<file path="config.mk">
export PLATFORM = sky130hd
export DESIGN_NAME = biquad_iir_sample_filter_flat
export DESIGN_NICKNAME = d
export VERILOG_FILES = /design/src/sv/biq_pkg.sv /design/src/sv/biq_if.sv /design/src/sv/biquad_iir_sample_filter.sv /design/src/sv/biq_coef_regs.sv /design/src/sv/biq_section.sv /design/src/flat_wrapper.sv
export SDC_FILE = /design/constraint.sdc
export NUM_CORES = 2
export LEC_CHECK = 0
export ABC_AREA = 0
export BUFFER_PORTS_ARGS = -buffer_cell sky130_fd_sc_hd__buf_2
export CAP_MARGIN = 10
export CORE_MARGIN = 2
export CORE_UTILIZATION = 55
export DETAILED_ROUTE_END_ITERATION = 8
export MAX_ROUTING_LAYER = met4
export PLACE_DENSITY = 0.67
export SYNTH_ARGS = -nofsm -noshare
export SYNTH_HDL_FRONTEND = slang
export SYNTH_SLANG_ARGS = --single-unit
</file>
<file path="constraint.sdc">
create_clock -name i_clk -period 19 [get_ports i_clk]
set_input_delay 1.9 -clock i_clk [delete_from_list [all_inputs] [get_ports i_clk]]
set_output_delay 1.9 -clock i_clk [all_outputs]
set_load 0.02 [all_outputs]
</file>
<file path="src/sv/biq_pkg.sv">
`timescale 1ns / 1ps
// ----------------------------------------------------------------------------
// Biquad filter package
// Widths, register indexes and the coefficient bundle shared by the design.
// ----------------------------------------------------------------------------
package biq_pkg;

    localparam int SAMPLE_BITS    = 12;
    localparam int OUT_FRAC_BITS  = 8;
    localparam int IN_FRAC_BITS   = 2;
    localparam int COEF_W         = 16;
    localparam int COEF_FRAC_BITS = 14;
    localparam int Y_W            = 32;
    localparam int CODE_W         = 10;
    localparam int NUM_COEFS      = 5;
    localparam int CFG_IDX_W      = 3;
    localparam int CFG_DATA_W     = COEF_W;

    // Feed-forward product and sum widths (coefficient times zero-extended sample).
    localparam int FF_P_W = COEF_W + SAMPLE_BITS + 1;
    localparam int FF_W   = FF_P_W + 2;
    // Feedback product and sum widths.
    localparam int FB_P_W = COEF_W + Y_W;
    localparam int FB_W   = FB_P_W + 1;
    // Aligned accumulator, one guard bit over the wider addend.
    localparam int ACC_W  = (((FF_W + OUT_FRAC_BITS) > (FB_W + IN_FRAC_BITS)) ?
                             (FF_W + OUT_FRAC_BITS) : (FB_W + IN_FRAC_BITS)) + 1;
    localparam int ACC_SHIFT = IN_FRAC_BITS + COEF_FRAC_BITS;
    localparam int YW_W      = ACC_W - ACC_SHIFT;
    localparam int IP_W      = Y_W - OUT_FRAC_BITS;

    typedef logic [CFG_IDX_W-1:0] t_cfg_idx;

    localparam t_cfg_idx CFG_B0 = t_cfg_idx'(0);
    localparam t_cfg_idx CFG_B1 = t_cfg_idx'(1);
    localparam t_cfg_idx CFG_B2 = t_cfg_idx'(2);
    localparam t_cfg_idx CFG_A1 = t_cfg_idx'(3);
    localparam t_cfg_idx CFG_A2 = t_cfg_idx'(4);

    localparam logic signed [COEF_W-1:0] B0_RESET = 16'sd16384;   //  1.0
    localparam logic signed [COEF_W-1:0] B1_RESET = -16'sd24248;  // -1.48
    localparam logic signed [COEF_W-1:0] B2_RESET = 16'sd16205;   //  0.9891
    localparam logic signed [COEF_W-1:0] A1_RESET = 16'sd22495;   //  1.373
    localparam logic signed [COEF_W-1:0] A2_RESET = -16'sd14449;  // -0.8819

    typedef struct packed {
        logic signed [COEF_W-1:0] b0;
        logic signed [COEF_W-1:0] b1;
        logic signed [COEF_W-1:0] b2;
        logic signed [COEF_W-1:0] a1;
        logic signed [COEF_W-1:0] a2;
    } t_coefs;

endpackage

</file>
<file path="src/sv/biq_if.sv">
`timescale 1ns / 1ps
// ----------------------------------------------------------------------------
// Biquad stream interfaces
// Sample input channel and DAC code output channel, valid/ready handshake.
// ----------------------------------------------------------------------------
interface biq_in_if;
    logic                            valid;
    logic                            ready;
    logic [biq_pkg::SAMPLE_BITS-1:0] adc_sample;

    modport source (output valid, output adc_sample, input ready);
    modport sink   (input valid, input adc_sample, output ready);
endinterface

interface biq_out_if;
    logic                       valid;
    logic                       ready;
    logic [biq_pkg::CODE_W-1:0] dac_code;
    logic                       clipped;

    modport source (output valid, output dac_code, output clipped, input ready);
    modport sink   (input valid, input dac_code, input clipped, output ready);
endinterface

</file>
<file path="src/sv/biquad_iir_sample_filter.sv">
`timescale 1ns / 1ps
// ----------------------------------------------------------------------------
// Biquad IIR sample filter
// Direct-form-I second-order filter from ADC samples to clamped DAC codes.
// ----------------------------------------------------------------------------
// One word in, one word out, one word per clock sustained while the output
// is taken. A sample is captured in an input register; when the output
// register is free or drains, the five products, the sum, the floor shift,
// the 32-bit saturation and the 0..1023 clamp run in one combinational pass,
// the history (two samples, two outputs) steps and the code lands in the
// output register, which raises the output valid. The feedback from the
// output history through the 16x32 coefficient multipliers and the
// accumulator sets the clock period. Both registers move together, so a new
// sample is taken in the same cycle a waiting code is taken. Coefficients
// are Q2.14 and are written through the plain write port (index 0..4: b0,
// b1, b2, a1, a2); the user must write them only while idle, the block does
// not enforce this. Writes to other indexes are dropped. Reset restores the
// default filter coefficients and clears the history.
// ----------------------------------------------------------------------------
module biquad_iir_sample_filter (
    input  logic                           i_clk,
    input  logic                           i_rst_n,
    biq_in_if.sink                         i_in,
    biq_out_if.source                      o_out,
    input  logic                           i_cfg_we,
    input  biq_pkg::t_cfg_idx              i_cfg_idx,
    input  logic [biq_pkg::CFG_DATA_W-1:0] i_cfg_data
);

    biq_pkg::t_coefs                 coefs;
    logic                            r_in_vld;
    logic [biq_pkg::SAMPLE_BITS-1:0] r_sample;
    logic                            r_out_vld;
    logic [biq_pkg::CODE_W-1:0]      r_code;
    logic                            r_clip;
    logic [biq_pkg::CODE_W-1:0]      n_code;
    logic                            n_clip;
    logic                            advance;
    logic                            in_take;

    // Advance the held sample when the output register is free or drains now.
    assign advance  = r_in_vld && (!r_out_vld || o_out.ready);
    assign in_take  = i_in.valid && i_in.ready;
    assign i_in.ready = !r_in_vld || advance;

    biq_coef_regs u_coef_regs (
        .i_clk      (i_clk),
        .i_rst_n    (i_rst_n),
        .i_cfg_we   (i_cfg_we),
        .i_cfg_idx  (i_cfg_idx),
        .i_cfg_data (i_cfg_data),
        .o_coefs    (coefs)
    );

    biq_section u_section (
        .i_clk      (i_clk),
        .i_rst_n    (i_rst_n),
        .i_advance  (advance),
        .i_sample   (r_sample),
        .i_coefs    (coefs),
        .o_dac_code (n_code),
        .o_clipped  (n_clip)
    );

    // Control flags.
    always_ff @(posedge i_clk) begin
        if (!i_rst_n) begin
            r_in_vld  <= 1'b0;
            r_out_vld <= 1'b0;
        end else begin
            if (in_take) begin
                r_in_vld <= 1'b1;
            end else if (advance) begin
                r_in_vld <= 1'b0;
            end
            if (advance) begin
                r_out_vld <= 1'b1;
            end else if (o_out.ready) begin
                r_out_vld <= 1'b0;
            end
        end
    end

    // Payload: hold unless the stage moves.
    always_ff @(posedge i_clk) begin
        if (in_take) begin
            r_sample <= i_in.adc_sample;
        end
        if (advance) begin
            r_code <= n_code;
            r_clip <= n_clip;
        end
    end

    assign o_out.valid    = r_out_vld;
    assign o_out.dac_code = r_code;
    assign o_out.clipped  = r_clip;

endmodule

</file>
<file path="src/sv/biq_coef_regs.sv">
`timescale 1ns / 1ps
// ----------------------------------------------------------------------------
// Biquad coefficient registers
// Five Q2.14 coefficients, written by index; unknown indexes are dropped.
// ----------------------------------------------------------------------------
module biq_coef_regs (
    input  logic                           i_clk,
    input  logic                           i_rst_n,
    input  logic                           i_cfg_we,
    input  biq_pkg::t_cfg_idx              i_cfg_idx,
    input  logic [biq_pkg::CFG_DATA_W-1:0] i_cfg_data,
    output biq_pkg::t_coefs                o_coefs
);

    biq_pkg::t_coefs r_coefs;

    always_ff @(posedge i_clk) begin
        if (!i_rst_n) begin
            r_coefs.b0 <= biq_pkg::B0_RESET;
            r_coefs.b1 <= biq_pkg::B1_RESET;
            r_coefs.b2 <= biq_pkg::B2_RESET;
            r_coefs.a1 <= biq_pkg::A1_RESET;
            r_coefs.a2 <= biq_pkg::A2_RESET;
        end else if (i_cfg_we) begin
            case (i_cfg_idx)
                biq_pkg::CFG_B0: r_coefs.b0 <= $signed(i_cfg_data);
                biq_pkg::CFG_B1: r_coefs.b1 <= $signed(i_cfg_data);
                biq_pkg::CFG_B2: r_coefs.b2 <= $signed(i_cfg_data);
                biq_pkg::CFG_A1: r_coefs.a1 <= $signed(i_cfg_data);
                biq_pkg::CFG_A2: r_coefs.a2 <= $signed(i_cfg_data);
                default: ;
            endcase
        end
    end

    assign o_coefs = r_coefs;

endmodule

</file>
<file path="src/sv/biq_section.sv">
`timescale 1ns / 1ps
// ----------------------------------------------------------------------------
// Biquad section
// Direct-form-I arithmetic with sample and output history, DAC clamp.
// ----------------------------------------------------------------------------
module biq_section (
    input  logic                            i_clk,
    input  logic                            i_rst_n,
    input  logic                            i_advance,
    input  logic [biq_pkg::SAMPLE_BITS-1:0] i_sample,
    input  biq_pkg::t_coefs                 i_coefs,
    output logic [biq_pkg::CODE_W-1:0]      o_dac_code,
    output logic                            o_clipped
);

    logic [biq_pkg::SAMPLE_BITS-1:0] r_in_1, r_in_2;
    logic signed [biq_pkg::Y_W-1:0]  r_out_1, r_out_2;

    logic signed [biq_pkg::SAMPLE_BITS:0]  s0, s1, s2;
    logic signed [biq_pkg::FF_P_W-1:0]     p0, p1, p2;
    logic signed [biq_pkg::FB_P_W-1:0]     q1, q2;
    logic signed [biq_pkg::FF_W-1:0]       ff;
    logic signed [biq_pkg::FB_W-1:0]       fb;
    logic signed [biq_pkg::ACC_W-1:0]      acc;
    logic signed [biq_pkg::YW_W-1:0]       y_wide;
    logic signed [biq_pkg::Y_W-1:0]        n_y;
    logic [biq_pkg::YW_W-biq_pkg::Y_W:0]   y_top;
    logic [biq_pkg::IP_W-1:0]              ip;

    always_comb begin
        s0 = $signed({1'b0, i_sample});
        s1 = $signed({1'b0, r_in_1});
        s2 = $signed({1'b0, r_in_2});
        p0 = i_coefs.b0 * s0;
        p1 = i_coefs.b1 * s1;
        p2 = i_coefs.b2 * s2;
        q1 = i_coefs.a1 * r_out_1;
        q2 = i_coefs.a2 * r_out_2;
        ff = biq_pkg::FF_W'(p0) + biq_pkg::FF_W'(p1) + biq_pkg::FF_W'(p2);
        fb = biq_pkg::FB_W'(q1) + biq_pkg::FB_W'(q2);
        acc = (biq_pkg::ACC_W'(ff) <<< biq_pkg::OUT_FRAC_BITS)
            + (biq_pkg::ACC_W'(fb) <<< biq_pkg::IN_FRAC_BITS);
        // Floor shift drops the coefficient and sample fraction bits.
        y_wide = $signed(acc[biq_pkg::ACC_W-1:biq_pkg::ACC_SHIFT]);
        // Saturate: all bits from the 32-bit sign up must agree.
        y_top = y_wide[biq_pkg::YW_W-1:biq_pkg::Y_W-1];
        if ((&y_top) || !(|y_top)) begin
            n_y = y_wide[biq_pkg::Y_W-1:0];
        end else if (y_wide[biq_pkg::YW_W-1]) begin
            n_y = {1'b1, {(biq_pkg::Y_W-1){1'b0}}};
        end else begin
            n_y = {1'b0, {(biq_pkg::Y_W-1){1'b1}}};
        end
        // Clamp the integer part to the DAC range.
        ip = n_y[biq_pkg::Y_W-1:biq_pkg::OUT_FRAC_BITS];
        if (n_y[biq_pkg::Y_W-1]) begin
            o_dac_code = '0;
            o_clipped  = 1'b1;
        end else if (|ip[biq_pkg::IP_W-1:biq_pkg::CODE_W]) begin
            o_dac_code = '1;
            o_clipped  = 1'b1;
        end else begin
            o_dac_code = ip[biq_pkg::CODE_W-1:0];
            o_clipped  = 1'b0;
        end
    end

    always_ff @(posedge i_clk) begin
        if (!i_rst_n) begin
            r_in_1  <= '0;
            r_in_2  <= '0;
            r_out_1 <= '0;
            r_out_2 <= '0;
        end else if (i_advance) begin
            r_in_2  <= r_in_1;
            r_in_1  <= i_sample;
            r_out_2 <= r_out_1;
            r_out_1 <= n_y;
        end
    end

endmodule

</file>
<file path="src/flat_wrapper.sv">
// flat-port wrapper written by rule: the top's interface ports become plain ports
module biquad_iir_sample_filter_flat 
  (i_clk, i_rst_n, i_cfg_we, i_cfg_idx, i_cfg_data, i_in_valid, i_in_adc_sample, i_in_ready, o_out_valid, o_out_dac_code, o_out_clipped, o_out_ready);
  biq_in_if i_in_i ();
  biq_out_if o_out_i ();
  input  logic i_clk;
  input  logic i_rst_n;
  input  logic i_cfg_we;
  input  biq_pkg::t_cfg_idx i_cfg_idx;
  input  logic [biq_pkg::CFG_DATA_W-1:0] i_cfg_data;
  input wire logic [$bits(i_in_i.valid)-1:0] i_in_valid;
  input wire logic [$bits(i_in_i.adc_sample)-1:0] i_in_adc_sample;
  output wire logic [$bits(i_in_i.ready)-1:0] i_in_ready;
  output wire logic [$bits(o_out_i.valid)-1:0] o_out_valid;
  output wire logic [$bits(o_out_i.dac_code)-1:0] o_out_dac_code;
  output wire logic [$bits(o_out_i.clipped)-1:0] o_out_clipped;
  input wire logic [$bits(o_out_i.ready)-1:0] o_out_ready;
  assign i_in_i.valid = i_in_valid;
  assign i_in_i.adc_sample = i_in_adc_sample;
  assign i_in_ready = i_in_i.ready;
  assign o_out_valid = o_out_i.valid;
  assign o_out_dac_code = o_out_i.dac_code;
  assign o_out_clipped = o_out_i.clipped;
  assign o_out_i.ready = o_out_ready;
  biquad_iir_sample_filter u_core (.i_clk(i_clk), .i_rst_n(i_rst_n), .i_in(i_in_i), .o_out(o_out_i), .i_cfg_we(i_cfg_we), .i_cfg_idx(i_cfg_idx), .i_cfg_data(i_cfg_data));
endmodule
</file>
== Yosys cells after proc, flatten, opt, wreduce, memory -nomap -nowiden ==
Cells that the tools add are included.
W data, S select, Z words.

* Add/subtract/negate cells: 4
* Multipliers: 5
* Equality and inequality tests: 4
* Muxes and demuxes: 8
* Reduce and logical (&&, ||, !) cells: 19

{| class="wikitable"
|+ Operator list
! operator !! count
|-
| $mul A16 B32 Y48 || 2
|-
| $mul A16 B13 Y29 || 3
|-
| $mux W32 || 2
|-
| $add A39 B51 Y52 || 1
|-
| $add A48 B48 Y49 || 1
|-
| $add A30 B29 Y31 || 1
|-
| $add A29 B29 Y30 || 1
|-
| $reduce_or A14 Y1 || 1
|-
| $mux W10 || 1
|-
| $reduce_and A2 Y1 || 5
|-
| $eq A3 B2 Y1 const B || 2
|-
| $mux W1 || 5
|-
| $reduce_and A5 Y1 || 1
|-
| $reduce_or A5 Y1 || 1
|-
| $reduce_bool A2 Y1 || 2
|-
| $eq A3 B1 Y1 const B || 1
|-
| $eq A3 B3 Y1 const B || 1
|-
| $logic_not A1 Y1 || 3
|-
| $logic_not A3 Y1 || 1
|-
| $logic_or A1 B1 Y1 || 3
|-
| $logic_and A1 B1 Y1 || 2
|}

* Register bits after elaboration: 193
* Input bits: 36
* Output and inout bits: 13
* Logic and storage cells: 54

== Logic depth before layout (Yosys ltp) ==
* Word-level depth: 10
* Mapped depth: 45
* Mapped depth without buffers: 40

== By module ==
From an unflattened synthesis, not the netlist that was laid out.

* Cell total of the unflattened synthesis: 7213
* Area, all modules: 66557.6 um^2

{| class="wikitable"
|+ By module, submodules not included
! module !! times used !! cells an instance !! area each (um^2) !! seq. area each (um^2)
|-
| biq_section || 1 || 6880 || 62617.6 || 1761.7
|-
| biq_coef_regs || 1 || 301 || 3145.5 || 1601.5
|-
| biquad_iir_sample_filter || 1 || 32 || 794.5 || 730.7
|}

== Worst setup path after synthesis ==
No wires, ideal clock.

* Kind: register -> register
* Start point: register u_core.r_sample[3] (netlist name)
* End point: register u_core.r_code (netlist bit u_core.o_out.dac_code[2]) (data pin)
* Setup time: 0.254 ns
* Arrival time: 10.019 ns
* Required time: 18.746 ns
* Path slack: 8.727 ns
* Stages on the path, launching flop included: 41
* Buffers on the path: 3
* Clock period less this slack: 10.273 ns
* Path through: edfxtp_1 clkbuf_1 clkbuf_1 nand2_1 fa_1 inv_1 fa_1 inv_1 fa_1 inv_1 fa_1 inv_1 fa_1 inv_1 fa_1 inv_1 fa_1 fa_1 [... 5 more ...] a31oi_1 o211ai_1 a211oi_1 o31a_1 nor2_1 xnor2_1 ha_1 a21o_1 a21o_1 a221oi_1 o21ai_0 a22oi_1 a21o_1 nand3_2 a2111oi_2 nand4_1 buf_2 o21a_1

* Cells in the longest elaborated chain, start to end: 10
* Elaborated cells on any way between the ends: 12
* Classes of those cells: add/sub: 3; mul: 1; mux: 3; reduce/logical: 5

{| class="wikitable"
|+ RTL lines
! what !! line !! source
|-
| from (decl) || biquad_iir_sample_filter.sv:32 || <nowiki>logic [biq_pkg::SAMPLE_BITS-1:0] r_sample;</nowiki>
|-
| from (signal assigned) || biquad_iir_sample_filter.sv:87 || <nowiki>r_sample <= i_in.adc_sample;</nowiki>
|-
| $mul A16 B13 Y29 * || biq_section.sv:34 || <nowiki>p0 = i_coefs.b0 * s0;</nowiki>
|-
| $add A29 B29 Y30 * || biq_section.sv:39 || <nowiki>ff = biq_pkg::FF_W'(p0) + biq_pkg::FF_W'(p1) + biq_pkg::FF_W'(p2);</nowiki>
|-
| $add A30 B29 Y31 * || biq_section.sv:39 ||
|-
| $add A39 B51 Y52 * || biq_section.sv:42 || <nowiki>+ (biq_pkg::ACC_W'(fb) <<< biq_pkg::IN_FRAC_BITS);</nowiki>
|-
| $reduce_or A5 Y1 || biq_section.sv:47 || <nowiki>if ((&y_top) || !(|y_top)) begin</nowiki>
|-
| $logic_not A1 Y1 || biq_section.sv:47 ||
|-
| $logic_or A1 B1 Y1 || biq_section.sv:47 ||
|-
| $mux W32 * || biq_section.sv:47 ||
|-
| $reduce_or A14 Y1 || biq_section.sv:59 || <nowiki>end else if (|ip[biq_pkg::IP_W-1:biq_pkg::CODE_W]) begin</nowiki>
|-
| $mux W10 || biq_section.sv:59 ||
|-
| to (signal assigned) || biquad_iir_sample_filter.sv:90 || <nowiki>r_code <= n_code;</nowiki>
|-
| to (decl) || biquad_iir_sample_filter.sv:34 || <nowiki>logic [biq_pkg::CODE_W-1:0] r_code;</nowiki>
|}

Mark *: on every way between the ends. The rest lies on a longest branch, timed or not.
A chain may end at the register's enable or synchronous reset.

== Worst setup path in the final report ==
* Start point: register u_core.r_sample[6] (netlist name)
* End point: register u_core.r_clip, in the netlist u_core.o_out.clipped (data pin)

* Cells in the longest elaborated chain, start to end: 10
* Elaborated cells on any way between the ends: 12
* Classes of those cells: add/sub: 3; mul: 1; mux: 3; reduce/logical: 5

{| class="wikitable"
|+ RTL lines
! what !! line !! source
|-
| $mul A16 B13 Y29 * || biq_section.sv:34 ||
|-
| $add A29 B29 Y30 * || biq_section.sv:39 ||
|-
| $add A30 B29 Y31 * || biq_section.sv:39 ||
|-
| $add A39 B51 Y52 * || biq_section.sv:42 ||
|-
| $reduce_or A5 Y1 || biq_section.sv:47 ||
|-
| $logic_not A1 Y1 || biq_section.sv:47 ||
|-
| $logic_or A1 B1 Y1 || biq_section.sv:47 ||
|-
| $mux W32 * || biq_section.sv:47 ||
|-
| $reduce_or A14 Y1 || biq_section.sv:59 ||
|-
| $mux W1 || biq_section.sv:59 ||
|-
| to (signal assigned) || biquad_iir_sample_filter.sv:91 || <nowiki>r_clip <= n_clip;</nowiki>
|-
| to (decl) || biquad_iir_sample_filter.sv:35 || <nowiki>logic r_clip;</nowiki>
|}

Marked as above.

==> flow_summary_export.csv <==
group,metric,value,unit
synth,syn_avg_cell_area,9.03,um^2
cts,cts_resized,0,
synth,synth_cell_type_count,70,
synth,synth-compound-area-share,4.58,%
sta,setup_viol,0,
critical_path,critical_path.most_common_cell,"fa_1",
cts,cts_root_buffer,"clkbuf_16",
floorplan,die_area,0.123,mm^2
sta,hold_violations,0,
critical_path,crit_fanout,17,
synth,netlist_area,0.0662,mm^2
cts,cts_sinks,193,
floorplan,std_cell_rows,127,
synth,synth-xor-area-share,1.57,%
routing,drtPass1Iterations,6,
run_status,status,"finished clean",
cells_and_area,final_layout_size_suffix_gt1_share,2.44,%
min_path,hold_path_class,"reg2reg",
routing,drtAntennaViolNets,0,
sta,tightest_slew,1150,ps
critical_path,crit_slowest_cell,"edfxtp_1",
sta,relSlewSlack,23.5,%
floorplan,start_util,55.3,%
sta,fin_crit_sh,63.7,%
cts,post-cts-setup-buffer-count,0,
sta,skew,18.8,ps
synth,yosys.area_share.simple,15.4,%
global_routing,grt_max_degree,78,
routing,vias_per_cell,5.38,
cells_and_area,area_growth,3.12,%
cells_and_area,multiInputGateArea,0.0538,mm^2
critical_path,worstPathRequired,19260,ps
cts,hold_buffers,0,
synth,synthAdderAreaFrac,59.6,%
routing,routed_wl,176,mm
critical_path,endpoint_kind,"flip-flop",
run,maxCapViolCount,0,
synth,async_flop_share,0,%
synth,synth_cells,7332,
routing,post_drt_wl_per_cell,20.2,um
synth,ys.warnings.count,0,
floorplan,coreArea,0.120,mm^2
routing,vias,47000,
synth,syn-num-nets,9486,
sta,rsz0062_at_grt,"no",
critical_path,cpLargestDelayFamily,"adder cells",
critical_path,critPathKind,"reg2reg",
global_routing,grt_pass1_wl,290,mm
global_routing,first_global_vias,51600,
synth,synth_top_family_by_area,"adder cells",
synth,seq_area_frac_synth,6.18,%
synth,synthFlopType,"dfxtp_1",
cts,cts_max_level,4,
cells_and_area,nets,9262,
sta,final-max-slew-violation-count,0,
synth,yosys-mux-area-fraction,0.0529,%
cts,worst_skew_pair.late_latency,510,ps
sta,final.setup.worst_slack,6890,ps
cells_and_area,seqCellArea,0.00410,mm^2
place,place_ws,6960,ps
global_routing,grt_remaining_overflow,0,
critical_path,worstPathArrival,12370,ps
cells_and_area,fin_util,57.1,%
floorplan,dieHeight,351,um
cts,path_clk_slew,90,ps
cts,clk_path_buf_depth,2,
critical_path,cp.buffers_inverters,8,
place,io_buffer_count,48,
cells_and_area,n_fill_cell,10700,
cts,numCtsBuffers,17,
sta,period_needed,12110,ps
critical_path,slowest_delay,860,ps
floorplan,fp.dieW,351,um
routing,drc,0,
routing,drt-initial-drc-count,3338,
sta,fmax,82.6,MHz
global_routing,antenna_found_initial,7,
synth,ys_ff_latch,193,
critical_path,start_kind,"flip-flop",
place,place.gp.congestion,0.942,
place,dp_hpwl,145,mm
floorplan,io_pins,49,
synth,synth-edff-count,23,
global_routing,grt_use_total,31.8,%
cts,tritoncts,"built",
sta,finalSetupTns,0,ps
tightest hold or removal path: cells and delay by family (launching register included):
kind	cells	cell delay, ps
compound gates	1	60
simple gates	1	50
flops	1	320
kinds of logic after synthesis:
family	Yosys count
and+or+nand+nor	2231
DFF	193
adders and majority gates	2118
xor gates and xnor gates	119
AOI/OAI and AO/OA	457
muxes	3
buffers and inverters	2211
placed cells by master, fill, tap and decap left out, drive strengths merged, types with 5 or more instances in the layout:
cell       n
a211o      6
a211oi    11
a21boi   102
a21o      47
a21oi    116
a22o       8
a31oi     11
and2     530
and3      16
buf      119
clkbuf    17
clkinv    10
dfxtp    170
diode      5
edfxtp    23
fa      1727
ha       391
inv     1853
nand2   1369
nand2b    47
nand3     67
nand4     15
nor2      96
nor2b     29
nor3      25
nor3b      6
nor4       6
o21a      27
o21ai     77
o21bai     5
o22ai      5
or3       10
xnor2     87
xor2      32
metrics by stage:
step	hold slack [ps]	area, um^2	instances
after detailed placement	459	67600	8701
after global routing	498	68300	8736
after global placement	450	67600	8701
after floorplan	459	66200	7332
after CTS	469	68300	8733
final	469	68300	8738
path summary, 6_finish.rpt:
| kind | cells past startpoint | slack [ps] | end | startpoint |
|---|---|---|---|---|
| worst max-delay path | 39 | 6890 | u_core.o_out.clipped$_SDFFCE_PP1P_ | u_core.r_sample[6]$_DFFE_PP_ |
| worst min-delay path | 2 | 470 | u_core.u_coef_regs.o_coefs[31]$_SDFFE_PN0P_ | u_core.u_coef_regs.o_coefs[31]$_SDFFE_PN0P_ |
| worst max register to register | 39 | 6890 | u_core.o_out.clipped$_SDFFCE_PP1P_ | u_core.r_sample[6]$_DFFE_PP_ |
| worst min register to register | 2 | 470 | u_core.u_coef_regs.o_coefs[31]$_SDFFE_PN0P_ | u_core.u_coef_regs.o_coefs[31]$_SDFFE_PN0P_ |
area by class of cell:
type	instances	area share, %
Antenna cell	5	0.0183
Inverter	1849	10.2
Clock inverter	15	0.277
Multi-Input combinational cell	4928	78.8
Sequential cell	193	6.01
Tap cell	1612	2.95
Timing Repair Buffer	119	1.14
Clock buffer	17	0.623
registers in the layout, summed over array words and instances (netlist names):
name	cells
u_core.o_out.dac_code	10
u_core.r_sample	12
u_core.o_out.clipped	1
u_core.u_section.r_out_2	32
u_core.r_in_vld	1
u_core.u_coef_regs.o_coefs	80
u_core.o_out.valid	1
u_core.u_section.r_out_1	32
u_core.u_section.r_in_1	12
u_core.u_section.r_in_2	12
layer usage:
| metal | global-route usage, % | vias up | routed length (um) |
|---|---|---|---|
| li1 | - | 20600 | - |
| met1 | 41.5 | 24400 | 71700 |
| met2 | 52.0 | 1663 | 86500 |
| met3 | 4.21 | 316 | 11900 |
| met4 | 9.61 | 0 | 6290 |
| met5 | - | - | 0 |
synth_stat cells, types with 66 or more instances:
library cell / instances / share of area (%)
inv_1: 1849 / 10
fa_1: 1727 / 52
nand2_1: 1369 / 7.8
and2_1: 530 / 5.0
ha_1: 391 / 7.4
clkbuf_1: 351 / 2.0
dfxtp_1: 170 / 5.1
a21oi_1: 116 / 0.88
a21boi_0: 102 / 1.2
nor2_1: 96 / 0.54
xnor2_1: 87 / 1.2
o21ai_0: 74 / 0.56
nand3_1: 66 / 0.50
Power is not shown: default switching activity piles up to over one toggle a cycle in this logic, so the estimate is an artifact.
